File: config.mk
export PLATFORM = sky130hd
export DESIGN_NAME = rpn_alert_equation_evaluator
export DESIGN_NICKNAME = d
export VERILOG_FILES = /design/src/rtl/core/rpnae_pkg.sv /design/src/rtl/core/rpnae_ctrl.sv /design/src/rtl/core/rpnae_datapath.sv /design/src/rtl/core/rpn_alert_equation_evaluator.sv
export SDC_FILE = /design/constraint.sdc
export NUM_CORES = 2
export LEC_CHECK = 0
export BUFFER_PORTS_ARGS = -buffer_cell sky130_fd_sc_hd__buf_2
export CAP_MARGIN = 10
export CORE_MARGIN = 8
export CORE_UTILIZATION = 35
export CTS_BUF_LIST = sky130_fd_sc_hd__clkbuf_8
export DETAILED_ROUTE_END_ITERATION = 8
export MAX_ROUTING_LAYER = met4
export PLACE_DENSITY = 0.58
export SETUP_SLACK_MARGIN = 0.3
export SYNTH_ARGS = -nofsm -noshare
export SYNTH_HDL_FRONTEND = slang
export SYNTH_SLANG_ARGS = --single-unit
File: constraint.sdc
create_clock -name clk_i -period 10.88 [get_ports clk_i]
set_input_delay 0 -clock clk_i [delete_from_list [all_inputs] [get_ports clk_i]]
set_output_delay 0 -clock clk_i [all_outputs]
set_load 0.03 [all_outputs]
File: src/rtl/core/rpnae_pkg.sv
`timescale 1ns / 1ps
// ----------------------------------------------------------------------------
// rpnae_pkg
// Shared types and constants of the reverse-Polish alert equation evaluator.
// ----------------------------------------------------------------------------
package rpnae_pkg;

  localparam int unsigned STACK_DEPTH_DEF = 16;
  localparam int unsigned REG_COUNT_DEF   = 10;

  localparam logic signed [31:0] Q_ONE = 32'sh0001_0000;
  localparam logic signed [31:0] Q_MAX = 32'sh7FFF_FFFF;
  localparam logic signed [31:0] Q_MIN = 32'sh8000_0000;

  // token codes
  typedef enum logic [3:0] {
    OP_PUSH   = 4'd0,
    OP_ADD    = 4'd1,
    OP_SUB    = 4'd2,
    OP_MUL    = 4'd3,
    OP_DIV    = 4'd4,
    OP_GT     = 4'd5,
    OP_LT     = 4'd6,
    OP_EQ     = 4'd7,
    OP_DUP    = 4'd8,
    OP_STORE  = 4'd9,
    OP_RECALL = 4'd10,
    OP_END    = 4'd11
  } op_e;

  // result status codes
  typedef enum logic [2:0] {
    ST_OK         = 3'd0,
    ST_UNDERFLOW  = 3'd1,
    ST_OVERFLOW   = 3'd2,
    ST_DIV_ZERO   = 3'd3,
    ST_BAD_REG    = 3'd4,
    ST_UNBALANCED = 3'd5,
    ST_BAD_OP     = 3'd6
  } status_e;

  // configuration register indexes
  typedef enum logic {
    CFG_TEST_MODE  = 1'b0,
    CFG_LEVEL_MODE = 1'b1
  } cfg_idx_e;

  // controller to datapath commands
  typedef struct packed {
    logic capture;
    logic plan;
    logic mul;
    logic div_load;
    logic div_step;
    logic fix;
    logic commit;
  } ctl_cmd_t;

  // datapath to controller status
  typedef struct packed {
    logic need_mul;
    logic need_div;
    logic div_last;
    logic out_free;
  } dp_stat_t;

endpackage

File: src/rtl/core/rpnae_ctrl.sv
`timescale 1ns / 1ps
// ----------------------------------------------------------------------------
// rpnae_ctrl
// Token sequencer: capture, decode, optional multiply or divide, commit.
// ----------------------------------------------------------------------------
module rpnae_ctrl import rpnae_pkg::*; (
  input  logic     clk_i,
  input  logic     rst_ni,
  input  logic     in_valid_i,
  output logic     in_ready_o,
  input  dp_stat_t stat_i,
  output ctl_cmd_t cmd_o
);

  typedef enum logic [6:0] {
    S_IDLE  = 7'b0000001,
    S_DEC   = 7'b0000010,
    S_MUL   = 7'b0000100,
    S_DIV   = 7'b0001000,
    S_FIX   = 7'b0010000,
    S_DONE  = 7'b0100000,
    S_DIVI  = 7'b1000000
  } state_e;

  state_e state_q, state_d;

  assign in_ready_o = (state_q == S_IDLE);

  // next state and commands
  always_comb begin
    state_d = state_q;
    cmd_o   = '0;
    unique case (state_q)
      S_IDLE: begin
        if (in_valid_i) begin
          cmd_o.capture = 1'b1;
          state_d = S_DEC;
        end
      end
      S_DEC: begin
        cmd_o.plan = 1'b1;
        if (stat_i.need_mul) state_d = S_MUL;
        else if (stat_i.need_div) state_d = S_DIVI;
        else state_d = S_DONE;
      end
      S_MUL: begin
        cmd_o.mul = 1'b1;
        state_d = S_FIX;
      end
      S_DIVI: begin
        cmd_o.div_load = 1'b1;
        state_d = S_DIV;
      end
      S_DIV: begin
        cmd_o.div_step = 1'b1;
        if (stat_i.div_last) state_d = S_FIX;
      end
      S_FIX: begin
        cmd_o.fix = 1'b1;
        state_d = S_DONE;
      end
      S_DONE: begin
        if (stat_i.out_free) begin
          cmd_o.commit = 1'b1;
          state_d = S_IDLE;
        end
      end
      default: state_d = S_IDLE;
    endcase
  end

  // state register
  always_ff @(posedge clk_i or negedge rst_ni) begin
    if (!rst_ni) begin
      state_q <= S_IDLE;
    end else begin
      state_q <= state_d;
    end
  end

  // commit never overwrites a result still waiting
  assert property (@(posedge clk_i) disable iff (!rst_ni)
    cmd_o.commit |-> stat_i.out_free)
    else $error("commit while output busy");

  // an accepted token always goes through decode
  assert property (@(posedge clk_i) disable iff (!rst_ni)
    cmd_o.capture |=> state_q == S_DEC)
    else $error("capture not followed by decode");

  // a divider load is always followed by a divide step; the divider runs only between load and fix
  assert property (@(posedge clk_i) disable iff (!rst_ni)
    cmd_o.div_load |=> cmd_o.div_step)
    else $error("divider load not followed by step");

endmodule

File: src/rtl/core/rpnae_datapath.sv
`timescale 1ns / 1ps
// ----------------------------------------------------------------------------
// rpnae_datapath
// Operand stack memory, saved registers, fixed-point units, output register.
// ----------------------------------------------------------------------------
module rpnae_datapath import rpnae_pkg::*; #(
  parameter int unsigned STACK_DEPTH = STACK_DEPTH_DEF,
  parameter int unsigned REG_COUNT   = REG_COUNT_DEF
) (
  input  logic        clk_i,
  input  logic        rst_ni,
  input  logic        cfg_we_i,
  input  logic        cfg_index_i,
  input  logic        cfg_data_i,
  input  logic [3:0]  op_i,
  input  logic [31:0] operand_value_i,
  input  logic [3:0]  reg_index_i,
  input  logic        out_ready_i,
  output logic        out_valid_o,
  output logic        equation_done_o,
  output logic        alarm_o,
  output logic [2:0]  status_o,
  output logic [7:0]  level_value_o,
  output logic        halted_o,
  input  ctl_cmd_t    cmd_i,
  output dp_stat_t    stat_o
);

  localparam int unsigned AW = $clog2(STACK_DEPTH);
  localparam int unsigned CW = $clog2(STACK_DEPTH + 1);
  localparam int unsigned RW = (REG_COUNT > 1) ? $clog2(REG_COUNT) : 1;

  // configuration
  logic test_mode_q, level_mode_q;
  always_ff @(posedge clk_i or negedge rst_ni) begin
    if (!rst_ni) begin
      test_mode_q  <= 1'b0;
      level_mode_q <= 1'b0;
    end else if (cfg_we_i) begin
      unique case (cfg_idx_e'(cfg_index_i))
        CFG_TEST_MODE:  test_mode_q  <= cfg_data_i;
        CFG_LEVEL_MODE: level_mode_q <= cfg_data_i;
        default: ;
      endcase
    end
  end

  // captured token
  logic [3:0]  op_q;
  logic [31:0] val_q;
  logic [3:0]  ri_q;
  always_ff @(posedge clk_i) begin
    if (cmd_i.capture) begin
      op_q  <= op_i;
      val_q <= operand_value_i;
      ri_q  <= reg_index_i;
    end
  end

  // control state
  logic [CW-1:0] count_q;
  logic          failed_q, halted_q;

  // operand stack memory, two registered read ports
  logic [31:0] stack_mem [STACK_DEPTH];
  logic [AW-1:0] addr_top, addr_sec;
  logic signed [31:0] top_q, sec_q;
  logic          mem_we;
  logic [AW-1:0] mem_waddr;
  logic [31:0]   mem_wdata;

  assign addr_top = AW'(count_q - CW'(1));
  assign addr_sec = AW'(count_q - CW'(2));

  always_ff @(posedge clk_i) begin
    if (mem_we) stack_mem[mem_waddr] <= mem_wdata;
    top_q <= stack_mem[addr_top];
    sec_q <= stack_mem[addr_sec];
  end

  // saved registers
  logic [31:0] regs_q [REG_COUNT];
  logic        ri_ok;
  assign ri_ok = ({28'd0, ri_q} < 32'(REG_COUNT));

  // decode
  logic          d_done, d_alarm, d_halt, d_fail, d_wr, d_regwr, d_mul, d_div;
  status_e       d_st;
  logic [7:0]    d_lvl;
  logic [AW-1:0] d_waddr;
  logic [CW-1:0] d_cnt;
  logic [31:0]   d_res;
  logic [32:0]   sum_add, sum_sub;
  logic [31:0]   sat_add, sat_sub, top_mag;
  logic          full, empty;

  assign full  = (count_q >= CW'(STACK_DEPTH));
  assign empty = (count_q == '0);
  assign sum_add = {top_q[31], top_q} + {sec_q[31], sec_q};
  assign sum_sub = {sec_q[31], sec_q} - {top_q[31], top_q};
  assign sat_add = (sum_add[32] != sum_add[31]) ? (sum_add[32] ? Q_MIN : Q_MAX)
                                                 : sum_add[31:0];
  assign sat_sub = (sum_sub[32] != sum_sub[31]) ? (sum_sub[32] ? Q_MIN : Q_MAX)
                                                 : sum_sub[31:0];
  assign top_mag = top_q[31] ? (32'd0 - top_q) : top_q;

  always_comb begin
    d_done  = 1'b0;
    d_alarm = 1'b0;
    d_st    = ST_OK;
    d_lvl   = 8'd0;
    d_halt  = halted_q;
    d_fail  = failed_q;
    d_wr    = 1'b0;
    d_waddr = addr_sec;
    d_cnt   = count_q;
    d_regwr = 1'b0;
    d_res   = '0;
    d_mul   = 1'b0;
    d_div   = 1'b0;
    if (halted_q) begin
      d_halt = 1'b1;
    end else if (op_q == OP_END) begin
      d_done = 1'b1;
      d_cnt  = '0;
      d_fail = 1'b0;
      if (failed_q) begin
        d_lvl = 8'hFF;
      end else if (count_q != CW'(1)) begin
        d_st  = ST_UNBALANCED;
        d_lvl = 8'hFF;
      end else if (top_q != '0 && !test_mode_q && !level_mode_q) begin
        d_alarm = 1'b1;
      end else if (level_mode_q) begin
        d_lvl  = top_q[31] ? (8'd0 - top_mag[23:16]) : top_q[23:16];
        d_halt = 1'b1;
      end
    end else if (!failed_q) begin
      case (op_q)
        OP_ADD, OP_SUB, OP_MUL, OP_DIV, OP_GT, OP_LT, OP_EQ: begin
          if (count_q < CW'(2)) begin
            d_st = ST_UNDERFLOW;
          end else begin
            d_wr  = 1'b1;
            d_cnt = count_q - CW'(1);
            case (op_q)
              OP_ADD: d_res = sat_add;
              OP_SUB: d_res = sat_sub;
              OP_MUL: d_mul = 1'b1;
              OP_DIV: begin
                if (top_q == '0) begin
                  if (test_mode_q) begin
                    d_res = sec_q;
                  end else begin
                    d_st  = ST_DIV_ZERO;
                    d_wr  = 1'b0;
                    d_cnt = count_q;
                  end
                end else begin
                  d_div = 1'b1;
                end
              end
              OP_GT:   d_res = (sec_q > top_q) ? Q_ONE : '0;
              OP_LT:   d_res = (sec_q < top_q) ? Q_ONE : '0;
              default: d_res = (sec_q == top_q) ? Q_ONE : '0;
            endcase
          end
        end
        OP_PUSH: begin
          if (full) begin
            d_st = ST_OVERFLOW;
          end else begin
            d_wr = 1'b1; d_waddr = AW'(count_q); d_res = val_q;
            d_cnt = count_q + CW'(1);
          end
        end
        OP_DUP: begin
          if (empty) begin
            d_st = ST_UNDERFLOW;
          end else if (full) begin
            d_st = ST_OVERFLOW;
          end else begin
            d_wr = 1'b1; d_waddr = AW'(count_q); d_res = top_q;
            d_cnt = count_q + CW'(1);
          end
        end
        OP_STORE: begin
          if (empty) begin
            d_st = ST_UNDERFLOW;
          end else if (!ri_ok) begin
            d_st = ST_BAD_REG;
          end else begin
            d_regwr = 1'b1; d_res = top_q;
            d_cnt = count_q - CW'(1);
          end
        end
        OP_RECALL: begin
          if (full) begin
            d_st = ST_OVERFLOW;
          end else if (!ri_ok) begin
            d_st = ST_BAD_REG;
          end else begin
            d_wr = 1'b1; d_waddr = AW'(count_q); d_res = regs_q[ri_q[RW-1:0]];
            d_cnt = count_q + CW'(1);
          end
        end
        default: d_st = ST_BAD_OP;
      endcase
      if (d_st != ST_OK) d_fail = 1'b1;
    end
  end

  // latched plan
  logic          p_done_q, p_alarm_q, p_halt_q, p_fail_q, p_wr_q, p_regwr_q;
  status_e       p_st_q;
  logic [7:0]    p_lvl_q;
  logic [AW-1:0] p_waddr_q;
  logic [CW-1:0] p_cnt_q;
  logic [31:0]   res_q;

  // multiplier and divider
  logic signed [63:0] prod_q;
  logic signed [47:0] prod_sh;
  logic [31:0]        mul_sat, div_sat;
  logic [47:0]        num_q;
  logic [31:0]        den_q;
  logic [32:0]        rem_q, rem_sh;
  logic               neg_q, rem_ge;
  logic [5:0]         step_q;

  assign prod_sh = prod_q[63:16];
  assign mul_sat = (prod_sh[47:31] == '0 || prod_sh[47:31] == '1) ? prod_sh[31:0]
                 : (prod_sh[47] ? Q_MIN : Q_MAX);
  assign rem_sh  = {rem_q[31:0], num_q[47]};
  assign rem_ge  = (rem_sh >= {1'b0, den_q});
  assign div_sat = neg_q ? ((num_q > 48'h0000_8000_0000) ? Q_MIN : (32'd0 - num_q[31:0]))
                         : ((num_q > 48'h0000_7FFF_FFFF) ? Q_MAX : num_q[31:0]);

  always_ff @(posedge clk_i) begin
    if (cmd_i.plan) begin
      p_done_q  <= d_done;
      p_alarm_q <= d_alarm;
      p_halt_q  <= d_halt;
      p_fail_q  <= d_fail;
      p_wr_q    <= d_wr;
      p_regwr_q <= d_regwr;
      p_st_q    <= d_st;
      p_lvl_q   <= d_lvl;
      p_waddr_q <= d_waddr;
      p_cnt_q   <= d_cnt;
      res_q     <= d_res;
    end else if (cmd_i.fix) begin
      res_q <= (op_q == OP_MUL) ? mul_sat : div_sat;
    end
    if (cmd_i.mul) prod_q <= sec_q * top_q;
    if (cmd_i.div_load) begin
      num_q  <= {(sec_q[31] ? (32'd0 - sec_q) : sec_q), 16'd0};
      den_q  <= top_mag;
      rem_q  <= '0;
      neg_q  <= sec_q[31] ^ top_q[31];
      step_q <= '0;
    end else if (cmd_i.div_step) begin
      rem_q  <= rem_ge ? (rem_sh - {1'b0, den_q}) : rem_sh;
      num_q  <= {num_q[46:0], rem_ge};
      step_q <= step_q + 6'd1;
    end
  end

  // commit to stack, registers and flags
  assign mem_we    = cmd_i.commit && p_wr_q;
  assign mem_waddr = p_waddr_q;
  assign mem_wdata = res_q;

  always_ff @(posedge clk_i or negedge rst_ni) begin
    if (!rst_ni) begin
      count_q  <= '0;
      failed_q <= 1'b0;
      halted_q <= 1'b0;
      for (int i = 0; i < int'(REG_COUNT); i++) regs_q[i] <= '0;
    end else if (cmd_i.commit) begin
      count_q  <= p_cnt_q;
      failed_q <= p_fail_q;
      halted_q <= p_halt_q;
      if (p_regwr_q) regs_q[ri_q[RW-1:0]] <= res_q;
    end
  end

  // output register
  logic out_valid_q;
  always_ff @(posedge clk_i or negedge rst_ni) begin
    if (!rst_ni) begin
      out_valid_q <= 1'b0;
    end else if (cmd_i.commit) begin
      out_valid_q <= 1'b1;
    end else if (out_ready_i) begin
      out_valid_q <= 1'b0;
    end
  end

  always_ff @(posedge clk_i) begin
    if (cmd_i.commit) begin
      equation_done_o <= p_done_q;
      alarm_o         <= p_alarm_q;
      status_o        <= p_st_q;
      level_value_o   <= p_lvl_q;
      halted_o        <= p_halt_q;
    end
  end

  assign out_valid_o     = out_valid_q;
  assign stat_o.need_mul = d_mul;
  assign stat_o.need_div = d_div;
  assign stat_o.div_last = (step_q == 6'd47);
  assign stat_o.out_free = !out_valid_q || out_ready_i;

  // stack count stays in range
  assert property (@(posedge clk_i) disable iff (!rst_ni)
    count_q <= CW'(STACK_DEPTH))
    else $error("stack count out of range");

  // halt is sticky until reset
  assert property (@(posedge clk_i) disable iff (!rst_ni)
    halted_q |=> halted_q)
    else $error("halt cleared without reset");

  // stack count moves only on commit
  assert property (@(posedge clk_i) disable iff (!rst_ni)
    !cmd_i.commit |=> $stable(count_q))
    else $error("stack count changed outside commit");

endmodule

File: src/rtl/core/rpn_alert_equation_evaluator.sv
`timescale 1ns / 1ps
// ----------------------------------------------------------------------------
// rpn_alert_equation_evaluator
// Reverse-Polish evaluator of alert equations in Q16.16 saturating fixed point.
// ----------------------------------------------------------------------------
// Usage:
// - tokens enter on the in_valid_i / in_ready_o channel (op, value, register
//   index); one result transaction leaves per token on out_valid_o /
//   out_ready_i
// - the block works on one token at a time; in_ready_o is high in the idle
//   state, also while an earlier result still waits in the output register
// - after the accepting edge a token is decoded and its plan registered, then
//   committed to out_valid_o; mul adds one 32x32 multiplier stage and a
//   saturation stage before the commit; div loads the restoring divider that
//   makes one of the 48 quotient bits per cycle, then saturates the quotient
// - the next token is accepted in the cycle after the commit; no token is
//   taken while an earlier one is still in work
// - a receiver stall holds the result in the output register; the next
//   token is decoded and computed, then waits to commit until it drains
// - configuration (test mode, level mode) is written through cfg_we_i; the user
//   must write it only while the block is idle, and the block has no check on it
// - reset empties the stack, zeroes the saved registers and clears the abort
//   and halt flags; no clearing pass is needed
// ----------------------------------------------------------------------------
module rpn_alert_equation_evaluator import rpnae_pkg::*; #(
  parameter int unsigned STACK_DEPTH = STACK_DEPTH_DEF,
  parameter int unsigned REG_COUNT   = REG_COUNT_DEF
) (
  input  logic        clk_i,
  input  logic        rst_ni,
  input  logic        cfg_we_i,
  input  logic        cfg_index_i,
  input  logic        cfg_data_i,
  input  logic        in_valid_i,
  output logic        in_ready_o,
  input  logic [3:0]  op_i,
  input  logic [31:0] operand_value_i,
  input  logic [3:0]  reg_index_i,
  output logic        out_valid_o,
  input  logic        out_ready_i,
  output logic        equation_done_o,
  output logic        alarm_o,
  output logic [2:0]  status_o,
  output logic [7:0]  level_value_o,
  output logic        halted_o
);

  ctl_cmd_t cmd;
  dp_stat_t stat;

  // sequencer
  rpnae_ctrl u_ctrl (
    .clk_i      (clk_i),
    .rst_ni     (rst_ni),
    .in_valid_i (in_valid_i),
    .in_ready_o (in_ready_o),
    .stat_i     (stat),
    .cmd_o      (cmd)
  );

  // stack, registers and arithmetic
  rpnae_datapath #(
    .STACK_DEPTH (STACK_DEPTH),
    .REG_COUNT   (REG_COUNT)
  ) u_datapath (
    .clk_i           (clk_i),
    .rst_ni          (rst_ni),
    .cfg_we_i        (cfg_we_i),
    .cfg_index_i     (cfg_index_i),
    .cfg_data_i      (cfg_data_i),
    .op_i            (op_i),
    .operand_value_i (operand_value_i),
    .reg_index_i     (reg_index_i),
    .out_ready_i     (out_ready_i),
    .out_valid_o     (out_valid_o),
    .equation_done_o (equation_done_o),
    .alarm_o         (alarm_o),
    .status_o        (status_o),
    .level_value_o   (level_value_o),
    .halted_o        (halted_o),
    .cmd_i           (cmd),
    .stat_o          (stat)
  );

endmodule

==> impl_metrics.toml <==
[outcome]
status = "finished clean"

[clocking]
cts_tree = "done"
postCtsHoldBufs = 95
clk_path_buf_depth = 3
clk_latency_ns = 1.01
cts_root_buf = "clkbuf_8"
post_cts_buffers = 0
clkTransAtPathRegs_ns = 0.07
cts_resized = 0
numCtsBuffers = 199
clock_sinks = 1192
ctsHtreeMaxLevel = 4

[placement]
portBuffers = 62
detailed_place_hpwl_um = 223000
place.gp.congestion = 0.966

[worst_setup_path]
cp_slowest_cell = "dfxtp_1"
cp_common_cell = "fa_1"
critPathArrivalTime_ns = 10.78
worstPathMaxFanout = 20
worstPathCellList = "buf_4 -> nand2_1 -> fa_1 -> fa_1 -> fa_1 -> fa_1 -> inv_1 -> fa_1 -> fa_1 -> fa_1 -> fa_1 -> ha_1 -> a21o_1 -> a21oi_1 -> o221ai_1 -> a31oi_1 -> o21a_1 -> a211o_1 -> nand2_1 -> a21oi_1 -> o21ai_0 -> a221oi_1 -> xnor2_1"
reg2regPathDepth = 23
r2r_slack_ns = 0.85
crit_start = "u_datapath.top_q[2]$_DFF_P_"
worstSetupPathType = "flip-flop to flip-flop"
cp.required_ns = 11.64
cp-start-kind = "flip-flop"
worst_setup_path_end_kind = "flip-flop"
reg2reg_to = "u_datapath.prod_q[58]$_DFFE_PN_"
r2r-start = "u_datapath.top_q[2]$_DFF_P_"
cpPeakStageDelay_ns = 1.07

[synthesis]
synth.yosys.warnings = 0
netlist-cell-type-count = 85
synth_edf_count = 737
synth_nets = 9368
synthFlopType = "edfxtp_1"
syn_avg_cell_area_um2 = 11.8
synth_seq_cells = 1192
async_flop_share = 0.283
synth-seq-area-share = 0.350
syn_area_mm2 = 0.0941
synth_cells = 7948

[grt]
grt_overflow = 0
grt_pass1_wl_um = 463000
grt_max_degree = 133
gr-usage-all-layers = 0.224
grt_pass1_vias = 68300
antenna_found_initial = 24

[timing]
worst_pin_slew_ns = 1.29
finalMaxSlewViolations = 0
max_slew_margin = 0.130
setup-tns-final_ns = 0
timing.final.crit_share = 0.922
rsz0062_at_grt = "no"
setup_viol = 0
hold_viol = 0
fin_worst_skew_ns = 0.0832
period_minus_slack_ns = 10.03
clock.fmax_ghz = 0.0997

[hold_path]
holdPathEnd = "u_datapath.op_q[1]$_DFFE_PP_"
hold-path-cell-count = 3
hp-class = "input port to flip-flop"
holdCritStartpoint = "op_i[1]"

[run]
drv_cap = 0

[die]
start_util = 0.351
pin_count = 63
design.core.area_mm2 = 0.268
die-area_mm2 = 0.286
die_y_um = 534
dieWidth_um = 534
num_rows = 190

[detailed_routing]
routed_via_density = 5.53
wire_per_inst_um = 26.7
route.met2.wl_um = 144000
drt_pre_antenna_iters = 6
ant_nets = 0
top_layer_used = "met4"
wl_um = 313000
drt_iter0_drc = 6996
route.detailed.drc = 0
dr_wl_met3_um = 24500
drt-met1-wl_um = 126000
via_count = 64800

[finish]
area_growth_pct = 10.6
drive_above_1_share = 0.168
final_common_cell = "inv_1"
nNetsFinal = 9374
final_cell_mix = "1136 x inv_1, 1083 x fa_1, 742 x nand2_1, 737 x edfxtp_1, 455 x and2_1"
[worst max-delay path, delay by kind of cell, from the launching register on]
kind,cells,cell delay [ns]
fa+ha+maj,9,4.50
compound gates,9,3.39
flops,1,1.07
buf+inv,2,0.43
simple gates,2,0.28
xor+xnor,1,0.09
[worst max-delay path by stage]
stage	to	depth (start not counted)
detailed placement	u_datapath.prod_q[58]$_DFFE_PN_	23
floorplan	u_datapath.prod_q[58]$_DFFE_PN_	25
finish	u_datapath.prod_q[58]$_DFFE_PN_	23
CTS	u_datapath.prod_q[58]$_DFFE_PN_	23
global route	u_datapath.prod_q[58]$_DFFE_PN_	23
global placement	u_datapath.prod_q[58]$_DFFE_PN_	23
[kinds of logic (layout without fill, tap and decap cells)]
| family | count (synthesis) | after routing | synth area share |
|---|---|---|---|
| mux | 746 | 746 | 0.135 |
| simple gates | 1854 | 1854 | 0.0964 |
| other cells | 0 | 33 | 0 |
| buf+inv | 1600 | 1773 | 0.0642 |
| xor+xnor | 219 | 219 | 0.0205 |
| compound gates | 964 | 964 | 0.0649 |
| flops | 1192 | 1192 | 0.350 |
| fa+ha+maj | 1373 | 1373 | 0.269 |
[stage by stage]
step	std cells	utilization	area (um^2)	hold WS (ns)	setup WS (ns)
2_1_floorplan	7948	-	94100	-0.296	2.83
5_1_grt	11700	0.388	104000	0.218	0.757
3_3_place_gp	11200	0.368	98500	0.177	1.23
3_5_place_dp	11200	0.368	98500	0.178	1.12
4_1_cts	11700	0.388	104000	0.133	1.11
6_report	11700	0.388	104000	0.232	0.854
[flip-flops by register name (all words and copies together) (netlist names), 3 cells and up]
name	flops
u_ctrl.state_q	7
u_datapath.count_q	5
u_datapath.den_q	32
u_datapath.level_value_o	8
u_datapath.mem_waddr	4
u_datapath.mem_wdata	32
u_datapath.num_q	48
u_datapath.op_q	4
u_datapath.p_cnt_q	5
u_datapath.p_lvl_q	8
u_datapath.p_st_q	3
u_datapath.prod_q	48
u_datapath.regs_q	320
u_datapath.rem_q	32
u_datapath.ri_q	4
u_datapath.sec_q	32
u_datapath.stack_mem	512
u_datapath.status_o	3
u_datapath.step_q	6
u_datapath.top_q	32
u_datapath.val_q	32
[synth_stat cells, drive strengths merged, types with 63 or more instances]
cell type / number / area (um^2)
dfrtp: 336 / 8410
and2: 457 / 2860
buf: 113 / 459
xnor2: 147 / 1300
mux4: 384 / 8650
fa: 1084 / 21700
o21ai: 235 / 1180
a21o: 63 / 473
clkbuf: 413 / 1550
edfxtp: 737 / 22100
dfxtp: 118 / 2360
xor2: 72 / 631
a21oi: 304 / 1520
ha: 289 / 3620
nor2: 281 / 1050
nor3: 64 / 330
nand2: 742 / 2790
o31ai: 63 / 487
inv: 1068 / 4010
mux2: 325 / 3660
[metal layers]
layer,track usage,vias up
met2,0.347,3041
met5,-,-
met3,0.0371,655
li1,-,26900
met1,0.288,34100
met4,0.106,0
[layout make-up]
cell class / count / area (um^2)
Sequential cell: 1192 / 33000
Timing Repair Buffer: 331 / 2650
Tap cell: 3552 / 4440
Clock buffer: 237 / 3260
Antenna cell: 33 / 82.6
Fill cell: 25700 / 164000
Clock inverter: 131 / 1130
Multi-Input combinational cell: 5156 / 55400
Inverter: 1074 / 4030
Power is left out: the tool's default activity adds up to more than one toggle a clock period on the data nets, which glitch-free logic cannot reach.
